--- src/rtl/gtr_pkg.sv ---
// ----------------------------------------------------------------------------
// gtr_pkg
// Shared types and constants of the glyph text renderer: input function
// codes, command queue entry, font geometry and configuration bundle.
// ----------------------------------------------------------------------------
package gtr_pkg;

  // input function codes
  localparam logic [1:0] FUNC_CURSOR = 2'd0;
  localparam logic [1:0] FUNC_TEXT   = 2'd1;
  localparam logic [1:0] FUNC_BITMAP = 2'd2;

  // configuration register indexes
  localparam logic [2:0] REG_FG_COLOR    = 3'd0;
  localparam logic [2:0] REG_BG_COLOR    = 3'd1;
  localparam logic [2:0] REG_FONT_MODE   = 3'd2;
  localparam logic [2:0] REG_ASCII_BASE  = 3'd3;
  localparam logic [2:0] REG_SMALL_BASE  = 3'd4;
  localparam logic [2:0] REG_LARGE_BASE  = 3'd5;

  // result kinds
  localparam logic KIND_REQ = 1'b0;
  localparam logic KIND_PIX = 1'b1;

  // text decode constants
  localparam logic [7:0]  ASCII_LIMIT  = 8'h80;
  localparam logic [31:0] ASCII_FIRST  = 32'd32;
  localparam logic [15:0] GBK_LEAD_MIN = 16'h0081;
  localparam logic [7:0]  GBK_GAP      = 8'h7F;
  localparam logic [15:0] GBK_LOW_OFS  = 16'h0040;
  localparam logic [15:0] GBK_HIGH_OFS = 16'h0041;
  localparam logic [23:0] GBK_ZONE_SPAN = 24'd190;

  // glyph geometry: advance, wrap limit, line height, window width and height
  localparam logic [15:0] ASCII_STEP  = 16'd8;
  localparam logic [15:0] ASCII_LIMIT_X = 16'd233;
  localparam logic [15:0] ASCII_LINE  = 16'd16;
  localparam logic [15:0] ASCII_W     = 16'd8;
  localparam logic [15:0] ASCII_H     = 16'd16;
  localparam logic [15:0] SMALL_STEP  = 16'd16;
  localparam logic [15:0] SMALL_LIMIT_X = 16'd225;
  localparam logic [15:0] SMALL_LINE  = 16'd16;
  localparam logic [15:0] SMALL_W     = 16'd16;
  localparam logic [15:0] SMALL_H     = 16'd16;
  localparam logic [15:0] LARGE_STEP  = 16'd21;
  localparam logic [15:0] LARGE_LIMIT_X = 16'd218;
  localparam logic [15:0] LARGE_LINE  = 16'd21;
  localparam logic [15:0] LARGE_W     = 16'd24;
  localparam logic [15:0] LARGE_H     = 16'd21;

  localparam logic [5:0] ASCII_BYTES = 6'd16;
  localparam logic [5:0] SMALL_BYTES = 6'd32;
  localparam logic [5:0] LARGE_BYTES = 6'd63;

  // command queue depth
  localparam int QDEPTH = 2;
  localparam int QAW    = $clog2(QDEPTH);

  typedef enum logic [1:0] {
    OP_ASCII = 2'd0,
    OP_SMALL = 2'd1,
    OP_LARGE = 2'd2,
    OP_PIX   = 2'd3
  } op_t;

  typedef struct packed {
    logic [15:0] left;
    logic [15:0] top;
    logic [15:0] right;
    logic [15:0] bottom;
  } win_t;

  typedef struct packed {
    op_t         op;
    logic [31:0] idx;    // glyph index or ASCII offset, unscaled
    win_t        win;
    logic [7:0]  bits;   // bitmap byte for pixel commands
  } cmd_t;

  typedef struct packed {
    logic [15:0] fg_color;
    logic [15:0] bg_color;
    logic        font_mode;
    logic [31:0] ascii_base;
    logic [31:0] small_base;
    logic [31:0] large_base;
  } cfg_t;

endpackage

--- src/rtl/gtr_front.sv ---
// ----------------------------------------------------------------------------
// gtr_front
// Decodes input items: cursor loads, text bytes with GBK lead pairing and
// bitmap bytes. Produces one command per glyph request or bitmap byte.
// ----------------------------------------------------------------------------
module gtr_front (
  input  logic          clk,
  input  logic          rst_n,
  input  logic          push,
  output logic          full,
  input  logic [1:0]    in_func,
  input  logic [7:0]    in_data,
  input  logic [15:0]   in_start_x,
  input  logic [15:0]   in_start_y,
  input  gtr_pkg::cfg_t cfg,
  output logic          cmd_push,
  output gtr_pkg::cmd_t cmd,
  input  logic          cmd_full
);
  import gtr_pkg::*;

  logic [15:0] col_r, col_nxt;
  logic [15:0] row_r, row_nxt;
  logic [7:0]  lead_r, lead_nxt;
  logic        pend_r, pend_nxt;

  logic        accept;
  logic        req;
  op_t         op;
  logic [15:0] zone, pos;
  logic [23:0] gbk_idx;
  logic [15:0] step, limit, line, w, h;
  logic [15:0] col_sum;

  assign full   = cmd_full;
  assign accept = push && !cmd_full;

  assign zone    = {8'h00, lead_r} - GBK_LEAD_MIN;
  assign pos     = (in_data < GBK_GAP) ? ({8'h00, in_data} - GBK_LOW_OFS)
                                       : ({8'h00, in_data} - GBK_HIGH_OFS);
  assign gbk_idx = 24'(zone) * GBK_ZONE_SPAN + 24'(pos);

  always_comb begin
    req      = 1'b0;
    op       = OP_PIX;
    col_nxt  = col_r;
    row_nxt  = row_r;
    lead_nxt = lead_r;
    pend_nxt = pend_r;
    unique case (in_func)
      FUNC_CURSOR: begin
        col_nxt  = in_start_x;
        row_nxt  = in_start_y;
        pend_nxt = 1'b0;
      end
      FUNC_TEXT: begin
        if (in_data == 8'h00) begin
          pend_nxt = 1'b0;
        end else if (!pend_r) begin
          if (!cfg.font_mode && (in_data < ASCII_LIMIT)) begin
            req = 1'b1;
            op  = OP_ASCII;
          end else begin
            lead_nxt = in_data;
            pend_nxt = 1'b1;
          end
        end else begin
          pend_nxt = 1'b0;
          req      = 1'b1;
          op       = cfg.font_mode ? OP_LARGE : OP_SMALL;
        end
      end
      FUNC_BITMAP: begin
        req = 1'b1;
        op  = OP_PIX;
      end
      default: begin
      end
    endcase

    unique case (op)
      OP_ASCII: begin
        step = ASCII_STEP; limit = ASCII_LIMIT_X; line = ASCII_LINE;
        w = ASCII_W; h = ASCII_H;
      end
      OP_SMALL: begin
        step = SMALL_STEP; limit = SMALL_LIMIT_X; line = SMALL_LINE;
        w = SMALL_W; h = SMALL_H;
      end
      OP_LARGE: begin
        step = LARGE_STEP; limit = LARGE_LIMIT_X; line = LARGE_LINE;
        w = LARGE_W; h = LARGE_H;
      end
      default: begin
        step = 16'd0; limit = 16'd0; line = 16'd0;
        w = 16'd0; h = 16'd0;
      end
    endcase

    col_sum = col_r + step;
    // advance the cursor after a glyph request, wrap to a new line
    if (req && (op != OP_PIX)) begin
      if (col_sum > limit) begin
        col_nxt = 16'd0;
        row_nxt = row_r + line;
      end else begin
        col_nxt = col_sum;
      end
    end

    cmd.op         = op;
    cmd.idx        = (op == OP_ASCII) ? ({24'h000000, in_data} - ASCII_FIRST)
                                      : {8'h00, gbk_idx};
    cmd.win.left   = col_r;
    cmd.win.top    = row_r;
    cmd.win.right  = col_r + w - 16'd1;
    cmd.win.bottom = row_r + h - 16'd1;
    cmd.bits       = in_data;
  end

  assign cmd_push = accept && req;

  always_ff @(posedge clk) begin
    if (!rst_n) begin
      col_r  <= 16'd0;
      row_r  <= 16'd0;
      lead_r <= 8'h00;
      pend_r <= 1'b0;
    end else if (accept) begin
      col_r  <= col_nxt;
      row_r  <= row_nxt;
      lead_r <= lead_nxt;
      pend_r <= pend_nxt;
    end
  end

endmodule

--- src/rtl/gtr_queue.sv ---
// ----------------------------------------------------------------------------
// gtr_queue
// Short command queue between decode and output: lets each side stall
// on its own.
// ----------------------------------------------------------------------------
module gtr_queue (
  input  logic          clk,
  input  logic          rst_n,
  input  logic          push,
  input  gtr_pkg::cmd_t wr_data,
  output logic          full,
  input  logic          pop,
  output gtr_pkg::cmd_t rd_data,
  output logic          empty
);
  import gtr_pkg::*;

  cmd_t           mem_r [QDEPTH];
  logic [QAW-1:0] wr_ptr_r, rd_ptr_r;
  logic [QAW:0]   cnt_r;
  logic           do_push, do_pop;

  assign full    = (cnt_r == (QAW+1)'(QDEPTH));
  assign empty   = (cnt_r == '0);
  assign do_push = push && !full;
  assign do_pop  = pop && !empty;
  assign rd_data = mem_r[rd_ptr_r];

  always_ff @(posedge clk) begin
    if (do_push) begin
      mem_r[wr_ptr_r] <= wr_data;
    end
  end

  always_ff @(posedge clk) begin
    if (!rst_n) begin
      wr_ptr_r <= '0;
      rd_ptr_r <= '0;
      cnt_r    <= '0;
    end else begin
      if (do_push) begin
        wr_ptr_r <= wr_ptr_r + 1'b1;
      end
      if (do_pop) begin
        rd_ptr_r <= rd_ptr_r + 1'b1;
      end
      unique case ({do_push, do_pop})
        2'b10:   cnt_r <= cnt_r + 1'b1;
        2'b01:   cnt_r <= cnt_r - 1'b1;
        default: cnt_r <= cnt_r;
      endcase
    end
  end

endmodule

--- src/rtl/gtr_back.sv ---
// ----------------------------------------------------------------------------
// gtr_back
// Executes commands: scales the glyph index and adds the font base for
// requests, expands bitmap bytes MSB first into eight pixels.
// ----------------------------------------------------------------------------
module gtr_back (
  input  logic          clk,
  input  logic          rst_n,
  input  gtr_pkg::cfg_t cfg,
  input  gtr_pkg::cmd_t q_head,
  input  logic          q_empty,
  output logic          q_pop,
  output logic          empty,
  input  logic          pop,
  output logic          out_kind,
  output logic [31:0]   out_glyph_address,
  output logic [5:0]    out_fetch_bytes,
  output logic [15:0]   out_win_left,
  output logic [15:0]   out_win_top,
  output logic [15:0]   out_win_right,
  output logic [15:0]   out_win_bottom,
  output logic [15:0]   out_pixel_color,
  output logic          out_last
);
  import gtr_pkg::*;

  typedef enum logic [1:0] {
    B_IDLE = 2'd0,
    B_PIX  = 2'd1,
    B_ADDR = 2'd2
  } bstate_t;

  bstate_t     st_r;
  logic [2:0]  cnt_r;
  logic [7:0]  byte_r;
  logic [31:0] scaled_r;
  op_t         op_r;
  win_t        win_r;

  logic        out_valid_r;
  logic        out_kind_r;
  logic [31:0] out_addr_r;
  logic [5:0]  out_bytes_r;
  win_t        out_win_r;
  logic [15:0] out_color_r;
  logic        out_last_r;

  logic        out_free, emit, finish, take;
  logic [31:0] scaled_nxt;
  logic [31:0] base;
  logic [5:0]  nbytes;

  assign out_free = !out_valid_r || pop;
  assign emit     = out_free && ((st_r == B_PIX) || (st_r == B_ADDR));
  assign finish   = (st_r == B_IDLE) ||
                    (emit && ((st_r == B_ADDR) || (cnt_r == 3'd7)));
  assign take     = finish && !q_empty;
  assign q_pop    = take;

  always_comb begin
    unique case (q_head.op)
      OP_ASCII: scaled_nxt = {q_head.idx[27:0], 4'b0000};
      OP_SMALL: scaled_nxt = {q_head.idx[26:0], 5'b00000};
      OP_LARGE: scaled_nxt = {q_head.idx[25:0], 6'b000000} - q_head.idx;
      OP_PIX:   scaled_nxt = 32'd0;
    endcase
    unique case (op_r)
      OP_ASCII: begin base = cfg.ascii_base; nbytes = ASCII_BYTES; end
      OP_SMALL: begin base = cfg.small_base; nbytes = SMALL_BYTES; end
      OP_LARGE: begin base = cfg.large_base; nbytes = LARGE_BYTES; end
      OP_PIX:   begin base = 32'd0;          nbytes = 6'd0;        end
    endcase
  end

  always_ff @(posedge clk) begin
    if (!rst_n) begin
      st_r        <= B_IDLE;
      cnt_r       <= 3'd0;
      out_valid_r <= 1'b0;
    end else begin
      if (emit) begin
        out_valid_r <= 1'b1;
        if (st_r == B_PIX) begin
          out_kind_r  <= KIND_PIX;
          out_addr_r  <= 32'd0;
          out_bytes_r <= 6'd0;
          out_win_r   <= '0;
          out_color_r <= byte_r[7] ? cfg.fg_color : cfg.bg_color;
          out_last_r  <= (cnt_r == 3'd7);
        end else begin
          out_kind_r  <= KIND_REQ;
          out_addr_r  <= scaled_r + base;
          out_bytes_r <= nbytes;
          out_win_r   <= win_r;
          out_color_r <= 16'd0;
          out_last_r  <= 1'b1;
        end
      end else if (pop) begin
        out_valid_r <= 1'b0;
      end

      // take the next command in the cycle the current one ends
      if (take) begin
        if (q_head.op == OP_PIX) begin
          st_r   <= B_PIX;
          byte_r <= q_head.bits;
          cnt_r  <= 3'd0;
        end else begin
          st_r     <= B_ADDR;
          scaled_r <= scaled_nxt;
          op_r     <= q_head.op;
          win_r    <= q_head.win;
        end
      end else begin
        if (finish) begin
          st_r <= B_IDLE;
        end
        // advance to the next bitmap bit
        if (emit && (st_r == B_PIX)) begin
          byte_r <= {byte_r[6:0], 1'b0};
          cnt_r  <= cnt_r + 3'd1;
        end
      end
    end
  end

  assign empty             = !out_valid_r;
  assign out_kind          = out_kind_r;
  assign out_glyph_address = out_addr_r;
  assign out_fetch_bytes   = out_bytes_r;
  assign out_win_left      = out_win_r.left;
  assign out_win_top       = out_win_r.top;
  assign out_win_right     = out_win_r.right;
  assign out_win_bottom    = out_win_r.bottom;
  assign out_pixel_color   = out_color_r;
  assign out_last          = out_last_r;

  a_req_last: assert property (@(posedge clk) disable iff (!rst_n)
    out_valid_r && (out_kind_r == KIND_REQ) |-> out_last_r)
    else $error("request result without last");

  a_pix_last: assert property (@(posedge clk) disable iff (!rst_n)
    emit && (st_r == B_PIX) && (cnt_r == 3'd7) |=> out_last_r && (out_kind_r == KIND_PIX))
    else $error("eighth pixel not marked last");

  a_no_take_busy: assert property (@(posedge clk) disable iff (!rst_n)
    q_pop |-> finish && !q_empty)
    else $error("command taken while previous one still running");

  a_result_held: assert property (@(posedge clk) disable iff (!rst_n)
    out_valid_r && !pop |=> out_valid_r)
    else $error("waiting result dropped");

endmodule

--- src/rtl/glyph_text_renderer_unit.sv ---
// ----------------------------------------------------------------------------
// glyph_text_renderer_unit
// Bitmap font character generator: text bytes to glyph fetch requests,
// fetched bitmap bytes to foreground or background pixels.
// ----------------------------------------------------------------------------
// A request result passes the command queue, the command registers and the
// output register before it is ready; the first pixel of a bitmap byte takes
// the same path. Pixel output runs at one pixel per cycle while pop keeps the
// output register free; each bitmap byte gives eight pixels.
// Reset: synchronous, clears cursor, pending lead byte, queue and output and
// loads the register defaults (foreground 0xFFFF, everything else 0).
module glyph_text_renderer_unit (
  input  logic        clk,
  input  logic        rst_n,
  input  logic        push,
  output logic        full,
  input  logic [1:0]  in_func,
  input  logic [7:0]  in_data,
  input  logic [15:0] in_start_x,
  input  logic [15:0] in_start_y,
  output logic        empty,
  input  logic        pop,
  output logic        out_kind,
  output logic [31:0] out_glyph_address,
  output logic [5:0]  out_fetch_bytes,
  output logic [15:0] out_win_left,
  output logic [15:0] out_win_top,
  output logic [15:0] out_win_right,
  output logic [15:0] out_win_bottom,
  output logic [15:0] out_pixel_color,
  output logic        out_last,
  input  logic        cfg_valid,
  output logic        cfg_ready,
  input  logic [2:0]  cfg_index,
  input  logic [31:0] cfg_data
);
  import gtr_pkg::*;

  cfg_t cfg_r;
  logic cmd_push, cmd_full, q_pop, q_empty;
  cmd_t cmd, q_head;

  assign cfg_ready = 1'b1;

  always_ff @(posedge clk) begin
    if (!rst_n) begin
      cfg_r.fg_color   <= 16'hFFFF;
      cfg_r.bg_color   <= 16'h0000;
      cfg_r.font_mode  <= 1'b0;
      cfg_r.ascii_base <= 32'd0;
      cfg_r.small_base <= 32'd0;
      cfg_r.large_base <= 32'd0;
    end else if (cfg_valid && cfg_ready) begin
      unique case (cfg_index)
        REG_FG_COLOR:   cfg_r.fg_color   <= cfg_data[15:0];
        REG_BG_COLOR:   cfg_r.bg_color   <= cfg_data[15:0];
        REG_FONT_MODE:  cfg_r.font_mode  <= cfg_data[0];
        REG_ASCII_BASE: cfg_r.ascii_base <= cfg_data;
        REG_SMALL_BASE: cfg_r.small_base <= cfg_data;
        REG_LARGE_BASE: cfg_r.large_base <= cfg_data;
        default: begin
        end
      endcase
    end
  end

  gtr_front u_front (
    .clk        (clk),
    .rst_n      (rst_n),
    .push       (push),
    .full       (full),
    .in_func    (in_func),
    .in_data    (in_data),
    .in_start_x (in_start_x),
    .in_start_y (in_start_y),
    .cfg        (cfg_r),
    .cmd_push   (cmd_push),
    .cmd        (cmd),
    .cmd_full   (cmd_full)
  );

  gtr_queue u_queue (
    .clk     (clk),
    .rst_n   (rst_n),
    .push    (cmd_push),
    .wr_data (cmd),
    .full    (cmd_full),
    .pop     (q_pop),
    .rd_data (q_head),
    .empty   (q_empty)
  );

  gtr_back u_back (
    .clk               (clk),
    .rst_n             (rst_n),
    .cfg               (cfg_r),
    .q_head            (q_head),
    .q_empty           (q_empty),
    .q_pop             (q_pop),
    .empty             (empty),
    .pop               (pop),
    .out_kind          (out_kind),
    .out_glyph_address (out_glyph_address),
    .out_fetch_bytes   (out_fetch_bytes),
    .out_win_left      (out_win_left),
    .out_win_top       (out_win_top),
    .out_win_right     (out_win_right),
    .out_win_bottom    (out_win_bottom),
    .out_pixel_color   (out_pixel_color),
    .out_last          (out_last)
  );

endmodule
--- config.mk ---
export PLATFORM = sky130hd
export DESIGN_NAME = glyph_text_renderer_unit
export DESIGN_NICKNAME = d
export VERILOG_FILES = /design/src/rtl/gtr_pkg.sv /design/src/rtl/gtr_front.sv /design/src/rtl/gtr_queue.sv /design/src/rtl/gtr_back.sv /design/src/rtl/glyph_text_renderer_unit.sv
export SDC_FILE = /design/constraint.sdc
export NUM_CORES = 1
export LEC_CHECK = 0
export BUFFER_PORTS_ARGS = -buffer_cell sky130_fd_sc_hd__buf_2
export CAP_MARGIN = 10
export CORE_MARGIN = 4
export CORE_UTILIZATION = 50
export DETAILED_ROUTE_END_ITERATION = 10
export GPL_ROUTABILITY_DRIVEN = 0
export PLACE_DENSITY = 0.78
export RECOVER_POWER = 100
export SLEW_MARGIN = 10
export SYNTH_ARGS = -nofsm -noshare
export SYNTH_HDL_FRONTEND = slang
export SYNTH_SLANG_ARGS = --single-unit
--- constraint.sdc ---
create_clock -name clk -period 19.7 [get_ports clk]
set_input_delay 0.985 -clock clk [delete_from_list [all_inputs] [get_ports clk]]
set_output_delay 0.985 -clock clk [all_outputs]
set_load 0.005 [all_outputs]
# [Yosys cells after proc, flatten, opt, wreduce, memory -nomap -nowiden]
# Memories as Yosys holds them, arrays and structs flattened. A register that Yosys moved wholly into a read port is not among the register bits.
# Index checks and enable logic that the tools add are counted.
[classes] n_reduce_logical=46 n_eq_ne=23 bitwise_logic=4 n_addsub=17 mul=1 order_cmp=3 n_mux=46
[ops] operator="two-way mux 16 bit" n=8
[ops] operator="one-hot mux 32 bit (4 select lines)" n=1
[ops] operator="one-hot mux 32 bit (3 select lines)" n=1
[ops] operator="adder 16 x 5 -> 16 bit" n=3
[ops] operator="adder 32 bit" n=1
[ops] operator="two-way mux 32 bit" n=1
[ops] operator="subtractor 16 x 1 -> 16 bit (second input constant)" n=2
[ops] operator="subtractor 32 bit" n=1
[ops] operator="one-hot mux 5 bit (3 select lines)" n=2
[ops] operator="adder 24 x 16 -> 24 bit" n=1
[ops] operator="two-way mux 8 bit" n=3
[ops] operator="one-hot mux 6 bit (4 select lines)" n=1
[ops] operator="one-hot mux 8 bit (3 select lines)" n=1
[ops] operator="multiplier 16 x 7 -> 23 bit (second input constant)" n=1
[ops] operator="AND reduction 2 bit" n=10
[ops] operator="== test 2 bit (second input constant)" n=9
[ops] operator="subtractor 8 x 7 -> 9 bit (second input constant)" n=2
[ops] operator="> comparator 16 x 8 -> 1 bit" n=1
[ops] operator="two-way mux 2 bit" n=8
[ops] operator="two-way mux 1 bit" n=13
[ops] operator="== test 2 x 1 -> 1 bit (second input constant)" n=6
[ops] operator="zero test 2 bit" n=6
[ops] operator="nonzero test 2 bit" n=6
[ops] operator="logical AND 1 bit" n=10
[ops] operator="other kinds (25)" n=42
[totals] out_inout_bits=123 word_cells=173 inputBits=82 mem_count=1 ramBits=212 register_bits=406
[mem_list] name="u_queue.mem_r" words=2 width=106 rd=1 rd_clocked_by_memory_dff=1 wr=1 line="gtr_queue.sv:18" source="cmd_t mem_r [QDEPTH];"

# [Depth between registers and ports, before layout]
[logic_depth] ltp_word=12 depth_mapped=29 mapped_depth_nobuf=28

# [Modules after synthesis]
# Synthesis repeated with hierarchy kept, for this count alone.
[hier_totals] hier_cells=2848 area_unflattened_um2=32497.4
[by_module_without_submodules] module="gtr_back" seq_area_each_um2=6816.5 n_inst=1 area_each_um2=12415.7 cells_each=1088
[by_module_without_submodules] module="gtr_queue" seq_area_each_um2=6466.2 n_inst=1 area_each_um2=7883.8 cells_each=356
[by_module_without_submodules] module="gtr_front" seq_area_each_um2=820.8 n_inst=1 area_each_um2=7265.7 cells_each=927
[by_module_without_submodules] module="glyph_text_renderer_unit" seq_area_each_um2=2582.5 n_inst=1 area_each_um2=4932.2 cells_each=477

# [Worst setup path after synthesis]
# OpenSTA, ideal clock, no wires.
[synth_timing] path_type="register to register" start="register (tool-made name)" end="register u_back.op_r[0] (enable)" path_slack_ps=7495 synth_period_minus_slack_ps=12205 stages_incl_launch_ff=8 setup_time_ps=799 n_path_buf=3 t_arrival_ps=11405 path_cell_list="dfxtp_1 buf_6 clkbuf_1 clkbuf_1 mux2i_1 inv_1 ha_1 nor4_1"
[synth_rtl] element="to (signal assigned)" line="gtr_back.sv:111" source="op_r <= q_head.op;"
[synth_rtl] element="to (decl)" line="gtr_back.sv:37" source="op_t op_r;"

# [Worst setup path after layout]
[layout_timing] start="input in_data[7]" end="memory u_queue.mem_r[0][60] in the netlist's numbering (enable)"
[layout_between] elab_chain_len=10 elab_cells_between_ends=11
[layout_lines] element="from (decl)" line="glyph_text_renderer_unit.sv:18" source="input logic [7:0] in_data,"
[layout_lines] element="less-than comparator 8 bit" line="gtr_front.sv:60" source="if (!cfg.font_mode && (in_data < ASCII_LIMIT)) begin"
[layout_lines] element="logical AND 1 bit" line="gtr_front.sv:60"
[layout_lines] element="two-way mux 1 bit" line="gtr_front.sv:60"
[layout_lines] element="two-way mux 1 bit" line="gtr_front.sv:59" source="end else if (!pend_r) begin"
[layout_lines] element="two-way mux 1 bit *" line="gtr_front.sv:57" source="if (in_data == 8'h00) begin"
[layout_lines] element="one-hot mux 1 bit (2 select lines) *" line="gtr_front.sv:50" source="unique case (in_func)"
[layout_lines] element="logical AND 1 bit *" line="gtr_front.sv:121" source="assign cmd_push = accept && req;"
[layout_lines] element="logical AND 1 bit *" line="gtr_queue.sv:25" source="assign do_push = push && !full;"
[layout_lines] element="two-way mux 1 bit *" line="gtr_queue.sv:30" source="if (do_push) begin"
[layout_lines] element="two-way mux 1 bit (implied by the code) *" line="gtr_queue.sv:31" source="mem_r[wr_ptr_r] <= wr_data;"
[layout_lines] element="to (decl)" line="gtr_queue.sv:18"
# Mark *: on every way between the ends. The rest lies on a longest branch, timed or not.

==> impl_metrics.tcl <==
set metrics [dict create \
    status "finished, violations left" \
    violations "max-capacitance violations, max-slew violations" \
    final_max_slew_viol_count 954 \
    leakage_nw 12.88 \
    ant_nets 0 \
    cp_num_buf_inv 3 \
    whs_path_depth 2 \
    ir_drop_v 0.0001954 \
    routedWlPerCell_um 18.04 \
    critPathLaunch "in_data[7]" \
    drt-vias-per-instance 5.680 \
    die_w_um 256.8 \
    layout_common_cells "edfxtp_1, nand2_1, a21oi_1" \
    worstRegToRegCells 26 \
    clock_skew_ns 0.03724 \
    p_switching_mw 1.852 \
    postCtsHoldBufs 0 \
    final_common_cell "edfxtp_1" \
    setup_viol 0 \
    grt_antenna_before_repair 1 \
    pwr-share-clk 0.228 \
    cts_max_path_buffers 3 \
    cpPeakStageDelay_ns 2.86 \
    syn_area_per_cell_um2 10.70 \
    pwr-share-seq 0.338 \
    port_buffers 203 \
    clock_latency_ns 0.63 \
    hold_class "reg2reg" \
    cap_violations 17 \
    synth_seq_cells 602 \
    n_fill_cell 5071 \
    cp_cell_sequence "clkbuf_1 > inv_1 > ha_1 > nand3_1 > nand3_1 > a21bo_2 > or2_2 > nor2_1 > clkbuf_1" \
    tightest_slew_ns 4.192 \
    grt_max_degree 88 \
    max_freq_mhz 129.8 \
    p_sw_frac 0.3585 \
    pin_count 205 \
    worst_ep_arrival_time_ns 7.84 \
    nets 3325 \
    path_class "in2reg" \
    power_density_nw_per_um2 149.7 \
    finalHoldViolCount 0 \
    cts_num_sinks 602 \
    die_height_um 256.8 \
    critPathMaxFanout 66 \
    grt_setup_unrepaired "no" \
    drc_errors 0 \
    cts_setup_buffers 0 \
    synth-main-ff-cell "edfxtp_1" \
    p_int_mw 3.315 \
    yosysTopAreaCell "edfxtp_1" \
    synthArstFlopShare 0 \
    syn_area_um2 30960 \
    cts_buffers 61 \
    synthCells 2893 \
    min_to "cfg_r[83]$_SDFFE_PN0P_" \
    crit_family "buffers and inverters" \
    grt_pass1_vias 21502 \
    num_rows 90 \
    routed_wl_um 69910 \
    tns_ns 0 \
    netlist_top_cells_area "edfxtp_1, dfxtp_1, ha_1, nand2_1, a21oi_1" \
    num_vias 22011 \
    min_period_over_period 0.3911 \
    hp-start "cfg_r[83]$_SDFFE_PN0P_" \
    coreArea_um2 60810 \
    start_util 0.5091 \
    reg2reg_from "u_front.lead_r[2]$_SDFFE_PN0P_" \
    grt-ovfl-total 0 \
    gr-usage-all-layers 0.2060 \
    clock-root-buffer "clkbuf_16" \
    htreeDepth 2 \
    cts_tree "yes" \
    final_util 0.5676 \
    r2r-end "u_queue.mem_r[1][89]$_DFFE_PP_" \
    slew_headroom -1.795 \
    drt_first_pass_iters 6 \
    clk_pin_slew_ns 0.06 \
    cts-resized-gates 0 \
    critical-path-slowest-cell "clkbuf_1" \
    area_growth_pct 11.50 \
    power_mw 5.167 \
    timing.hold.ws_ns 0.4538 \
    crit_path_end_kind "flop" \
    grt_pass1_wl_um 112500 \
    layout-drive-gt1-share 0.1125 \
    synth_cell_types 79 \
    synth.top_cell.area_share 0.4084 \
    dp_hpwl_um 47340 \
    synth-seq-area-share 0.5254 \
    crit_path_start_kind "input port" \
    synth_nets 3179 \
    yosysWarnings 0 \
    synth_edf_count 421 \
    drt_first_iter_violations 1853 \
    cp.required_ns 19.84 \
    finalCriticalPeriod_ns 7.704 \
    r2r_setup_slack_ns 12.41 \
    pwr-share-comb 0.434 \
    dieArea_um2 65960 \
]
-- metal layers --
layer | share of wire | vias up | GRT usage
met1 | 0.43 | 10496 | 0.2829
met5 | 0 | - | 0
li1 | - | 10624 | -
met2 | 0.47 | 751 | 0.3377
met4 | 0.027 | 0 | 0.06456
met3 | 0.069 | 140 | 0.03375
-- power groups by stage --
| stage | registers, mW | logic (mW) | clock network, mW |
|---|---|---|---|
| 2_1_floorplan | 1.75 | 1.77 | 0 |
| 3_3_place_gp | 1.76 | 2.16 | 0 |
| 3_5_place_dp | 1.76 | 2.23 | 0 |
| 4_1_cts | 1.74 | 2.24 | 1.20 |
| 5_1_grt | 1.76 | 2.54 | 1.24 |
| 6_report | 1.75 | 2.24 | 1.18 |
-- worst max path at each step --
stage | to | slack, ns | cells past startpoint
after floorplan | u_back.op_r[0]$_DFFE_PP_ | 7.50 | 7
after global placement | u_queue.mem_r[0][89]$_DFFE_PP_ | 12.79 | 26
after detailed placement | u_queue.mem_r[0][89]$_DFFE_PP_ | 12.61 | 26
after CTS | u_queue.mem_r[1][89]$_DFFE_PP_ | 12.59 | 26
after global routing | u_queue.mem_r[1][69]$_DFFE_PP_ | 11.34 | 9
final | u_queue.mem_r[0][60]$_DFFE_PP_ | 12.00 | 9
-- cell usage after synthesis, types with 22 or more instances --
master and instances:
ha_1 178, o21ai_0 112, a21oi_1 248, edfxtp_1 421
xor2_1 59, clkbuf_1 132, xnor2_1 94, fa_1 26
nand3_1 68, a21o_1 41, nor3_1 51, a22oi_1 40
a221oi_1 25, nor2b_1 101, inv_1 142, mux2_2 77
nand2b_1 22, mux2i_1 58, nor2_1 151, dfxtp_1 181
a211oi_1 22, and3_1 22, nand2_1 387
-- logic make-up after synthesis --
group	Yosys count	share of synthesized area
XOR/XNOR	154	0.04381
flip-flops	602	0.5254
buffers and inverters	289	0.03589
adder cells (fa/ha/maj)	205	0.08908
multiplexers	135	0.04676
AO/OA/AOI/OAI	625	0.1273
other	1	0.0001211
AND/OR/NAND/NOR	882	0.1316
-- flip-flops by register name, summed over array words and instances (netlist names), 16 cells and up, named ones only --
register	flops
u_back.win_r	64
u_front.col_r	16
u_back.out_win_bottom	16
u_back.out_win_right	16
cfg_r	129
u_queue.mem_r	198
u_back.out_pixel_color	16
u_back.out_glyph_address	32
u_back.scaled_r	32
u_front.row_r	16
u_back.out_win_top	16
u_back.out_win_left	16
-- layout make-up --
cell class / count / area (µm²) / share of cell area
diodes: 1 / 2.502 / 0.00007250
clock buffers: 93 / 1823 / 0.05281
clock inverters: 23 / 264.0 / 0.007649
inverters: 143 / 538.0 / 0.01559
multi-input cells: 2002 / 13570 / 0.3933
flip-flops and latches: 602 / 16270 / 0.4712
well taps: 782 / 978.4 / 0.02835
repair buffers: 229 / 1071 / 0.03103
-- stage by stage --
stage / area, µm² / worst slack (ns) / cells
finish: 34520 / 12.00 / 3875
global route: 34520 / 11.34 / 3875
CTS: 34730 / 12.59 / 3874
detailed placement: 32640 / 12.61 / 3758
global placement: 32640 / 12.79 / 3758
floorplan: 30960 / 7.495 / 2893
-- tightest hold or removal path, cell delays in order (launching register included) --
cell and delay (ns):
dfxtp_1 0.31, nand2_1 0.05, a21oi_1 0.05
Note: power is estimated with default switching activity, not from simulation.
